**config.mk**
```make
export PLATFORM = sky130hd
export DESIGN_NAME = tppe_cmd_fifo
export DESIGN_NICKNAME = d
export VERILOG_FILES = /design/src/design/tppe_pkg.sv /design/src/design/tppe_cmd_fifo.sv
export SDC_FILE = /design/constraint.sdc
export NUM_CORES = 1
export LEC_CHECK = 0
export BUFFER_PORTS_ARGS = -buffer_cell sky130_fd_sc_hd__buf_2
export CAP_MARGIN = 30
export CORE_AREA = 3 3 120 122
export CTS_BUF_LIST = sky130_fd_sc_hd__clkbuf_16
export CTS_CLUSTER_DIAMETER = 80
export CTS_CLUSTER_SIZE = 20
export DETAILED_ROUTE_END_ITERATION = 12
export DIE_AREA = 0 0 123 125
export MAX_ROUTING_LAYER = met4
export PLACE_DENSITY = 0.43
export SLEW_MARGIN = 20
export SYNTH_ARGS = -nofsm -noshare
export SYNTH_HDL_FRONTEND = slang
export SYNTH_SLANG_ARGS = --single-unit
export TNS_END_PERCENT = 10
```
**constraint.sdc**
```tcl
create_clock -name clk -period 3.3 [get_ports clk]
set_input_delay 0.33 -clock clk [delete_from_list [all_inputs] [get_ports clk]]
set_output_delay 0.33 -clock clk [all_outputs]
set_load 0.02 [all_outputs]
```
**src/design/tppe_pkg.sv**
```systemverilog
package tppe_pkg;

  localparam int SAMP_W             = 16;
  localparam int METRIC_W           = 16;
  localparam int LEN_W              = 7;
  localparam int OFF_W              = 6;
  localparam int IQ_W               = 2 * SAMP_W;
  localparam int MAX_PACKET_LEN_DEF = 64;
  localparam int CMDQ_DEPTH         = 4;
  localparam int CMDQ_AW            = 2;

  localparam int CFG_IDX_W  = 2;
  localparam int CFG_DATA_W = 16;

  localparam logic [CFG_IDX_W-1:0] REG_ENERGY_THRESHOLD = 2'd0;
  localparam logic [CFG_IDX_W-1:0] REG_PACKET_LEN       = 2'd1;

  localparam logic [METRIC_W-1:0] THRESHOLD_RST  = 16'd32768;
  localparam logic [LEN_W-1:0]    PACKET_LEN_RST = 7'd64;

  typedef struct packed {
    logic signed [SAMP_W-1:0] sample_i;
    logic signed [SAMP_W-1:0] sample_q;
    logic [METRIC_W-1:0]      energy_metric;
    logic [METRIC_W-1:0]      sync_metric;
  } in_item_t;

  typedef struct packed {
    logic signed [SAMP_W-1:0] out_i;
    logic signed [SAMP_W-1:0] out_q;
    logic                     last_in_packet;
    logic [OFF_W-1:0]         peak_offset;
  } out_item_t;

  typedef struct packed {
    logic [METRIC_W-1:0] energy_threshold;
    logic [LEN_W-1:0]    packet_len;
  } cfg_t;

  // one read burst for the back end: count samples from a ring start address
  typedef struct packed {
    logic [LEN_W-1:0] count;
    logic             last;
    logic [OFF_W-1:0] offset;
  } cmd_t;

  typedef struct packed {
    logic             last;
    logic [OFF_W-1:0] offset;
  } side_t;

endpackage

```
**src/design/tppe_cmd_fifo.sv**
```systemverilog
module tppe_cmd_fifo #(
  parameter int PTR_W = $clog2(tppe_pkg::MAX_PACKET_LEN_DEF) + 2
) (
  input  logic             clk,
  input  logic             rst_n,
  input  logic             push,
  input  tppe_pkg::cmd_t   push_cmd,
  input  logic [PTR_W-1:0] push_start,
  input  logic             pop,
  output tppe_pkg::cmd_t   head_cmd,
  output logic [PTR_W-1:0] head_start,
  output logic             head_valid,
  output logic             full
);
  import tppe_pkg::*;

  cmd_t             cmd_q     [CMDQ_DEPTH];
  logic [PTR_W-1:0] start_q   [CMDQ_DEPTH];
  logic [CMDQ_AW-1:0] head_r, head_nxt;
  logic [CMDQ_AW-1:0] tail_r, tail_nxt;
  logic [CMDQ_AW:0]   count_r, count_nxt;
  logic               do_pop;

  assign head_valid = count_r != '0;
  assign full       = count_r == (CMDQ_AW+1)'(CMDQ_DEPTH);
  assign do_pop     = pop && head_valid;
  assign head_cmd   = cmd_q[head_r];
  assign head_start = start_q[head_r];

  assign head_nxt  = head_r + CMDQ_AW'(do_pop);
  assign tail_nxt  = tail_r + CMDQ_AW'(push);
  assign count_nxt = count_r + (CMDQ_AW+1)'(push) - (CMDQ_AW+1)'(do_pop);

  always_ff @(posedge clk) begin
    if (push) begin
      cmd_q[tail_r]   <= push_cmd;
      start_q[tail_r] <= push_start;
    end
  end

  always_ff @(posedge clk) begin
    if (!rst_n) begin
      head_r  <= '0;
      tail_r  <= '0;
      count_r <= '0;
    end else begin
      head_r  <= head_nxt;
      tail_r  <= tail_nxt;
      count_r <= count_nxt;
    end
  end

endmodule

```
==> qor.csv <==
metric,value,unit
core area,13300,um2
post-CTS setup buffers,0,
max-slew violations,0,
Reg power frac,50.5,%
vias,1605,
Hold Crit Start,push_cmd[7],
Worst Setup End Kind,output pin,
# setup viols final,0,
hold_ws,0.205,ns
"Cell Chain, Critical Path",buf_4 > mux4_2 > buf_2,
layout cells sized above 1,41.6,%
R2R Setup Slk,1.40,ns
Syn Inst Count,150,
P per Cell Area,677,nW/um2
crit path kind,reg2out,
Hold Crit Class,in2reg,
Num CTS Buffers,9,
switching share of power,25.8,%
Unique masters post-synth,25,
GPL Wtd Cong,0.682,
unrepaired setup endpoints after global routing,no,
# diodes,0,
GRT Util Overall,9.29,%
Critical Path Fanout Max,20,
r2r startpoint,count_r[0],
Achievable Freq,418,MHz
Hold Crit Depth,1,
# hold bufs at CTS,0,
Worst EP arrival,2.06,ns
Netlist Area Pre-Place,3580,um2
Worst Slack Setup Final,0.906,ns
Max-Cap Viols,0,
die area,15400,um2
Power Internal,2.16,mW
Final #Nets,240,
FF-to-FF path depth,6,
"slowest stage delay, CP",0.74,ns
setup TNS,0,ns
Sinks on Clock Net,95,
IO Port Bufs,49,
Iter 0 DRT Violations,38,
dpl cells,376,
logic gate share of total power,18.9,%
CTS tree,yes,
DIE WIDTH,123,um
H-Tree Depth,3,
DR vias/cell,4.12,
row count,42,
sequential fraction of the synthesis area,77.8,%
synthesis warning total,0,
die height,125,um
Setup Skew,0.00702,ns
DP Area,4040,um2
total power,2.91,mW
Starting Density,26.9,%
Root Buffer Master,clkbuf_16,
total routed wirelength,6470,um
Non-Filler Instances,390,
Hold Path End,cmd_q[3][7],
Critical Path Source Type,register,
antenna violations before repair,0,
I/O pin count,50,
Slew @ Worst Pin,0.644,ns
"FF+latch count, synth",95,
post-cts resize count,0,
WL/cell,16.6,um
maximum clock insertion buffer count,2,
vias in the first global route,1743,
first-pass GRT wire length,10000,um
syn_area_per_cell,23.8,um2
status,"finished, final reports clean",
worst-skew pair later-pin latency,0.33,ns
Relative slew margins,57.0,%
final core occ,32.3,%
final hold vios,0,
synthesized net count,179,
Layout area overhead,20.0,%
Switch Pwr,0.751,mW
worst slack at placement,1.17,ns
Final Instance Area,4290,um2
Crit-path slowest cell,dfxtp_2,
Leak,1.47,nW
Remaining DRCs,0,
crit path time final,2.39,ns
"Clk pin slew, worst setup/hold paths",0.06,ns
R2R Path End,count_r[2],
clock power share,30.7,%
post-route ant nets,0,
Overflow after GRT,0,
First-pass DRT Iterations,3,
largest net degree at the start of global routing,23,
CP required,2.97,ns
final worst path period share,72.5,%
Peak VDD IR,277,uV
==> layout by cell type, fill, tap and decap left out, types with 2 or more instances in the layout <==
master	n
edfxtp_1	88
buf_2	49
mux4_2	18
clkbuf_16	9
dfxtp_1	6
buf_4	6
and2_1	5
mux4_1	4
mux2i_1	3
nand2_1	3
inv_1	2
nand2b_1	2
ha_1	2
==> synthesized netlist by cell type <==
master	instances	area share, %
edfxtp_1	88	74
nor2_1	1	0.10
nand2b_1	2	0.35
nand2_1	3	0.31
dfxtp_1	7	3.9
xor2_1	1	0.24
mux4_2	18	11
xnor3_1	1	0.63
and3_1	1	0.17
and3b_1	1	0.24
o311ai_0	1	0.24
or2_2	1	0.17
mux2i_1	3	0.84
ha_1	2	0.70
inv_1	1	0.10
nor3b_1	2	0.42
buf_8	1	0.42
buf_6	1	0.31
mux4_1	4	2.9
and2_1	5	0.87
or3_1	1	0.17
buf_2	2	0.28
fa_1	1	0.56
buf_12	1	0.56
o31ai_1	1	0.21
==> cell families after synthesis <==
family                   synth area share (%)
multiplexers                             15.1
AO/OA/AOI/OAI                           0.455
buffers and inverters                    1.68
flip-flops                               77.8
XOR/XNOR                                0.874
AND/OR/NAND/NOR                          2.83
adder cells (fa/ha/maj)                  1.26
==> area by class of cell <==
type	count	area [um2]
fill	1275	9000
clock buffer	9	225
sequential	95	2780
timing repair buffer	55	290
clock inverter	5	28.8
tap	176	220
multi-input combinational	49	742
inverter	1	3.75
==> critical path, delay by kind of cell, from the launching register on <==
kind	cells	cell delay, ns
multiplexers	1	0.51
flip-flops	1	0.74
buffers and inverters	2	0.47
==> routing by layer <==
metal,part of all wire [%],track usage (%),vias to the layer above
li1,-,-,747
met1,42,10.7,817
met2,52,15.0,30
met3,3.6,2.08,11
met4,2.6,5.08,0
met5,0,-,-
==> how the worst max path moves through the flow <==
stage / startpoint / endpoint / cells past startpoint
final: head_r[0] / head_cmd[11] / 3
after global routing: head_r[0] / head_cmd[11] / 3
after floorplan: tail_r[0] / cmd_q[0][0] / 1
after global placement: head_r[0] / head_cmd[11] / 3
after CTS: head_r[0] / head_cmd[11] / 3
after detailed placement: head_r[0] / head_cmd[11] / 3
==> power groups by stage <==
stage | Combinational [mW] | Clock [mW] | Sequential [mW]
after floorplan | 0.459 | 0 | 1.44
after global placement | 0.560 | 0 | 1.50
after global routing | 0.591 | 0.969 | 1.48
after detailed placement | 0.562 | 0 | 1.50
after CTS | 0.563 | 0.921 | 1.47
final | 0.548 | 0.892 | 1.47
==> state kept, by name (all words and copies together) (netlist names) <==
name and count:
start_q 32, tail_r 2, count_r 3, cmd_q 56
head_r 2
No activity file was read; power rests on OpenSTA's default activity.
