**src/design/tppe_pkg.sv**
```systemverilog
package tppe_pkg;

  localparam int SAMP_W             = 16;
  localparam int METRIC_W           = 16;
  localparam int LEN_W              = 7;
  localparam int OFF_W              = 6;
  localparam int IQ_W               = 2 * SAMP_W;
  localparam int MAX_PACKET_LEN_DEF = 64;
  localparam int CMDQ_DEPTH         = 4;
  localparam int CMDQ_AW            = 2;

  localparam int CFG_IDX_W  = 2;
  localparam int CFG_DATA_W = 16;

  localparam logic [CFG_IDX_W-1:0] REG_ENERGY_THRESHOLD = 2'd0;
  localparam logic [CFG_IDX_W-1:0] REG_PACKET_LEN       = 2'd1;

  localparam logic [METRIC_W-1:0] THRESHOLD_RST  = 16'd32768;
  localparam logic [LEN_W-1:0]    PACKET_LEN_RST = 7'd64;

  typedef struct packed {
    logic signed [SAMP_W-1:0] sample_i;
    logic signed [SAMP_W-1:0] sample_q;
    logic [METRIC_W-1:0]      energy_metric;
    logic [METRIC_W-1:0]      sync_metric;
  } in_item_t;

  typedef struct packed {
    logic signed [SAMP_W-1:0] out_i;
    logic signed [SAMP_W-1:0] out_q;
    logic                     last_in_packet;
    logic [OFF_W-1:0]         peak_offset;
  } out_item_t;

  typedef struct packed {
    logic [METRIC_W-1:0] energy_threshold;
    logic [LEN_W-1:0]    packet_len;
  } cfg_t;

  // one read burst for the back end: count samples from a ring start address
  typedef struct packed {
    logic [LEN_W-1:0] count;
    logic             last;
    logic [OFF_W-1:0] offset;
  } cmd_t;

  typedef struct packed {
    logic             last;
    logic [OFF_W-1:0] offset;
  } side_t;

endpackage

```
**src/design/tppe_front.sv**
```systemverilog
module tppe_front #(
  parameter int MAX_PACKET_LEN = tppe_pkg::MAX_PACKET_LEN_DEF,
  parameter int PTR_W          = $clog2(MAX_PACKET_LEN) + 2
) (
  input  logic                 clk,
  input  logic                 rst_n,
  input  tppe_pkg::cfg_t       cfg,
  input  logic                 in_valid,
  output logic                 in_ready,
  input  tppe_pkg::in_item_t   in_data,
  input  logic [PTR_W-1:0]     free_ptr,
  input  logic                 cmdq_full,
  output logic                 wr_en,
  output logic [PTR_W-1:0]     wr_ptr,
  output logic [tppe_pkg::IQ_W-1:0] wr_data,
  output logic                 cmd_push,
  output tppe_pkg::cmd_t       cmd,
  output logic [PTR_W-1:0]     cmd_start
);
  import tppe_pkg::*;

  localparam int RING_DEPTH = 1 << (PTR_W - 1);

  localparam logic [1:0] PH_SCAN    = 2'd0;
  localparam logic [1:0] PH_COLLECT = 2'd1;
  localparam logic [1:0] PH_PASS    = 2'd2;

  localparam logic [LEN_W-1:0] LEN_MIN = LEN_W'(2);
  localparam logic [LEN_W-1:0] LEN_MAX = LEN_W'(MAX_PACKET_LEN);

  logic [1:0]          phase_r, phase_nxt;
  logic [PTR_W-1:0]    wr_ptr_r, wr_ptr_nxt;
  logic [PTR_W-1:0]    base_r, base_nxt;
  logic [LEN_W-1:0]    win_cnt_r, win_cnt_nxt;
  logic [METRIC_W-1:0] best_sync_r, best_sync_nxt;
  logic [OFF_W-1:0]    best_off_r, best_off_nxt;
  logic [LEN_W-1:0]    emitted_r, emitted_nxt;

  logic [LEN_W-1:0] len_lo, len;
  logic             accept;
  logic             new_best;
  logic [OFF_W-1:0] cand_off;
  logic [LEN_W-1:0] cnt_inc;
  logic [LEN_W-1:0] win_emit;
  logic [LEN_W-1:0] pass_emit;
  logic [PTR_W-1:0] ring_occ;

  assign len_lo = (cfg.packet_len < LEN_MIN) ? LEN_MIN : cfg.packet_len;
  assign len    = (len_lo > LEN_MAX) ? LEN_MAX : len_lo;

  assign ring_occ = wr_ptr_r - free_ptr;
  assign in_ready = (ring_occ != PTR_W'(RING_DEPTH)) && !cmdq_full;
  assign accept   = in_valid && in_ready;

  assign new_best  = in_data.sync_metric > best_sync_r;
  assign cand_off  = new_best ? win_cnt_r[OFF_W-1:0] : best_off_r;
  assign cnt_inc   = win_cnt_r + LEN_W'(1);
  assign win_emit  = cnt_inc - LEN_W'(cand_off);
  assign pass_emit = emitted_r + LEN_W'(1);

  assign wr_ptr  = wr_ptr_r;
  assign wr_data = {in_data.sample_q, in_data.sample_i};

  always_comb begin
    phase_nxt     = phase_r;
    base_nxt      = base_r;
    win_cnt_nxt   = win_cnt_r;
    best_sync_nxt = best_sync_r;
    best_off_nxt  = best_off_r;
    emitted_nxt   = emitted_r;
    wr_en         = 1'b0;
    cmd_push      = 1'b0;
    cmd           = '0;
    cmd_start     = wr_ptr_r;
    case (phase_r)
      PH_COLLECT: begin
        if (accept) begin
          wr_en        = 1'b1;
          best_off_nxt = cand_off;
          win_cnt_nxt  = cnt_inc;
          if (new_best) begin
            best_sync_nxt = in_data.sync_metric;
          end
          if (cnt_inc >= len) begin
            cmd_push    = 1'b1;
            cmd.count   = win_emit;
            cmd.last    = win_emit >= len;
            cmd.offset  = cand_off;
            cmd_start   = base_r + PTR_W'(cand_off);
            emitted_nxt = win_emit;
            phase_nxt   = (win_emit >= len) ? PH_SCAN : PH_PASS;
          end
        end
      end
      PH_PASS: begin
        if (accept) begin
          wr_en       = 1'b1;
          cmd_push    = 1'b1;
          cmd.count   = LEN_W'(1);
          cmd.last    = pass_emit >= len;
          cmd.offset  = best_off_r;
          emitted_nxt = pass_emit;
          if (pass_emit >= len) begin
            phase_nxt = PH_SCAN;
          end
        end
      end
      default: begin
        phase_nxt = PH_SCAN;
        if (accept && (in_data.energy_metric > cfg.energy_threshold)) begin
          wr_en         = 1'b1;
          base_nxt      = wr_ptr_r;
          best_sync_nxt = in_data.sync_metric;
          best_off_nxt  = '0;
          win_cnt_nxt   = LEN_W'(1);
          emitted_nxt   = '0;
          phase_nxt     = PH_COLLECT;
        end
      end
    endcase
  end

  assign wr_ptr_nxt = wr_ptr_r + PTR_W'(wr_en);

  always_ff @(posedge clk) begin
    if (!rst_n) begin
      phase_r     <= PH_SCAN;
      wr_ptr_r    <= '0;
      base_r      <= '0;
      win_cnt_r   <= '0;
      best_sync_r <= '0;
      best_off_r  <= '0;
      emitted_r   <= '0;
    end else begin
      phase_r     <= phase_nxt;
      wr_ptr_r    <= wr_ptr_nxt;
      base_r      <= base_nxt;
      win_cnt_r   <= win_cnt_nxt;
      best_sync_r <= best_sync_nxt;
      best_off_r  <= best_off_nxt;
      emitted_r   <= emitted_nxt;
    end
  end

endmodule

```
**config.mk**
```make
export PLATFORM = sky130hd
export DESIGN_NAME = tppe_front
export DESIGN_NICKNAME = d
export VERILOG_FILES = /design/src/design/tppe_pkg.sv /design/src/design/tppe_front.sv
export SDC_FILE = /design/constraint.sdc
export NUM_CORES = 1
export LEC_CHECK = 0
export BUFFER_PORTS_ARGS = -buffer_cell sky130_fd_sc_hd__buf_2
export CORE_MARGIN = 8
export CORE_UTILIZATION = 47
export CTS_BUF_LIST = sky130_fd_sc_hd__clkbuf_2
export DETAILED_ROUTE_END_ITERATION = 8
export PLACE_DENSITY = 0.75
export SETUP_SLACK_MARGIN = 0.05
export SLEW_MARGIN = 10
export SYNTH_ARGS = -nofsm -noshare
export SYNTH_HDL_FRONTEND = slang
export SYNTH_SLANG_ARGS = --single-unit
export TNS_END_PERCENT = 1
```
**constraint.sdc**
```tcl
create_clock -name clk -period 12.4 [get_ports clk]
set_input_delay 0 -clock clk [delete_from_list [all_inputs] [get_ports clk]]
set_output_delay 0 -clock clk [all_outputs]
set_load 0.005 [all_outputs]
```
==> metrics <==
clock share of power 26.1%; Synth Register Bits 54; GRT Total Usage 17.6%; PwrDens between 60 and 70 mW/mm^2; Placed Instances a little over 800; pin count of the biggest net entering global routing around 50; Synth Instances 622; clk_skew 0.0163 ns; Antenna Cells 0; Rel. slew slack 32.2%; Port Buffers 99; synth warn 0; Sw Ratio 31.2%; final number of hold-violating endpoints 0; max_cap viols 0; Setup WS pre-CTS 7.90 ns; Crit Path Class register to output pin; grt ovf 0; Root Driver clkbuf_2; area of the multi-input gates around 0.0034 mm^2; share of layout cells above drive strength 1 18.3%; syn_nets 801; CP required roughly 12 ns; Yosys top cell by area dfxtp_1; Psw 0.000116 W; initial core utilization approximately 47%; asr flop ratio synth 0%; DRT iter0 DRCs 317; main flop type after synthesis dfxtp_1; H-tree Lvls 2; CTS tree done; filler instances around 1000; Core Rows 38; synth top area cells dfxtp_1, ha_1, nand2_1; clk sink count 54; wire per inst 15.5 um; Max Root-Sink Buffers 2; io pins 164; Worst-Skew Late Latency 0.45 ns; Lkg Pwr approximately 2.7 nW; drt pass-1 iters 5; FMAX 197 MHz; first-pass GRT wire length approximately 22 mm; Reg power frac 48.9%; vias in the first global route 4553; core footprint 0.0107 mm^2; Clk pin slew, worst setup/hold paths 0.29 ns; Comb power frac 25.0%; Die Wd between 100 and 150 um; top layer in use met4; VDD IR-drop max between 0.04 and 0.05 mV; status completed; crit-path max FO 7; Synth top area share between 20% and 30%; Startpoint Class register; Crit. End Element output pin; met3 wire length approximately 730 um; Hold Crit Class input port to output pin; cell internal pwr 0.000256 W; setup tns final 0 ns; fin worst setup slack 7.33 ns; nets between 800 and 900; via density per instance 5.45; DRT met1 WL 5.68 mm; Setup Fix Bufs, Post-CTS 0; sequential-to-total area share from yosys stat 21.3%; vias 4549; die footprint 0.0144 mm^2; Final Slew Violations 0; dpl hpwl 10.4 mm; Post-Synthesis Cell Area 0.00508 mm^2; Die Ht around 120 um; final period utilization around two fifths; Met2 Wirelength 6.40 mm; GPL Wtd Cong just over 0.9; Num CTS Buffers 5; unrepaired setup endpoints after global routing false; number of flops mapped to enable cells by yosys 0; final setup violation count 0; min Tclk post-route 5.07 ns; Mapped Avg Cell Area 8.16 um^2; register area 0.00108 mm^2; Area growth, synth to finish 11.1%; Critical Path AT slightly above 5 ns; initial antenna violation count 0; Min Hold Slack 0.00000164 ns; antenna-violating nets left 0; DRT Wirelength 13.0 mm; drt drc 0; Layout Cells excl Fill around 840; post-synth cell types just under 70; Worst Tran Pin Value ~1 ns
sequential cells by signal, summed over array words and instances (netlist names):
| register | cells |
|---|---|
| win_cnt_r | 7 |
| best_sync_r | 16 |
| best_off_r | 6 |
| base_r | 8 |
| emitted_r | 7 |
| wr_ptr | 8 |
| phase_r | 2 |
cell usage after synthesis, drive strengths merged, types with 5 or more instances:
cell    instances
nor2b           6
nand4           5
a21o           17
xnor2          17
nor3            6
a22o            9
inv            62
nand3          14
nor2           43
dfxtp          54
nand2          77
buf            39
nand2b          8
xor2           13
a21oi          32
mux2            7
o21ai          22
a211oi          7
clkbuf         11
mux2i          27
ha             78
repair_timing:
| item | in CTS | in global routing |
|---|---|---|
| hold buffers | 16 | 0 |
| endpoints found under the hold margin | 16 | 0 |
| resized for setup | 0 | 0 |
stage by stage:
| step | total power, W | util (%) | area (um^2) |
|---|---|---|---|
| final | 0.000372 | 52.8 | 5640 |
| after global routing | 0.000394 | 52.8 | 5640 |
| after CTS | 0.000374 | 52.8 | 5640 |
| after detailed placement | 0.000274 | 50.6 | 5420 |
| after global placement | 0.000270 | 50.6 | 5420 |
| after floorplan | 0.000254 | - | 5080 |
cells in the final DEF, fill, tap and decap left out, types with 8 or more instances in the layout:
master,n
nand2b_1,8
buf_2,99
xnor2_1,17
xor2_1,12
dfxtp_1,54
nand2_1,77
a22o_1,9
ha_1,78
nand3_1,14
inv_1,62
mux2i_1,27
a21oi_1,31
dlygate4sd3_1,16
nor2_1,42
o21ai_0,21
a21o_1,17
critical path: stages, from the launching register on:
cell	delay, ns
dfxtp_1	0.40
inv_1	0.04
ha_1	0.16
or4_1	0.51
a21oi_1	0.11
o21ai_0	0.09
a21o_1	0.18
o32a_1	0.29
mux2_2	0.32
ha_1	0.15
inv_1	0.06
fa_1	0.40
a21o_1	0.18
a21oi_1	0.23
o21bai_1	0.10
a21oi_1	0.18
xnor2_1	0.16
inv_1	0.10
ha_1	0.31
nand2_1	0.06
o21a_1	0.18
o32a_1	0.17
nor2_1	0.13
buf_2	0.14
power by group through the flow:
stage          Combinational, W   Clock, W  Sequential (W)
6_report              0.0000929  0.0000971        0.000182
4_1_cts               0.0000928  0.0000989        0.000182
2_1_floorplan         0.0000703          0        0.000184
3_3_place_gp          0.0000853          0        0.000185
5_1_grt                0.000105   0.000106        0.000183
3_5_place_dp          0.0000887          0        0.000185
layout make-up:
cell class | count | area share, %
Multi-Input combinational cell | 456 | 60.8
Sequential cell | 54 | 19.2
Timing Repair Buffer | 115 | 11.6
Inverter | 62 | 4.12
Tap cell | 140 | 3.10
Clock inverter | 3 | 0.754
Clock buffer | 5 | 0.443
metal layers:
layer,up-vias,track usage (%)
met5,-,0
met4,0,3.75
met3,11,3.76
met2,109,30.8
met1,2150,21.7
li1,2279,-
cells by family after synthesis:
| family | count (synthesis) | synth area share [%] |
|---|---|---|
| AOI/OAI and AO/OA | 133 | 18.7 |
| buffers and inverters | 112 | 11.1 |
| adders and majority gates | 80 | 20.0 |
| DFF | 54 | 21.3 |
| xor gates and xnor gates | 30 | 5.54 |
| and+or+nand+nor | 179 | 16.5 |
| muxes | 34 | 6.87 |
final timing paths:
check | depth (start not counted) | from | slack (ns) | end
min reg2reg | 2 | best_sync_r[12] | 0.48 | best_sync_r[12]
max | 23 | best_sync_r[11] | 7.33 | cmd[6]
min | 0 | in_data[50] | 0.000002 | wr_data[2]
max reg2reg | 22 | best_sync_r[11] | 7.84 | phase_r[1]
No activity file was read; power rests on OpenSTA's default activity.
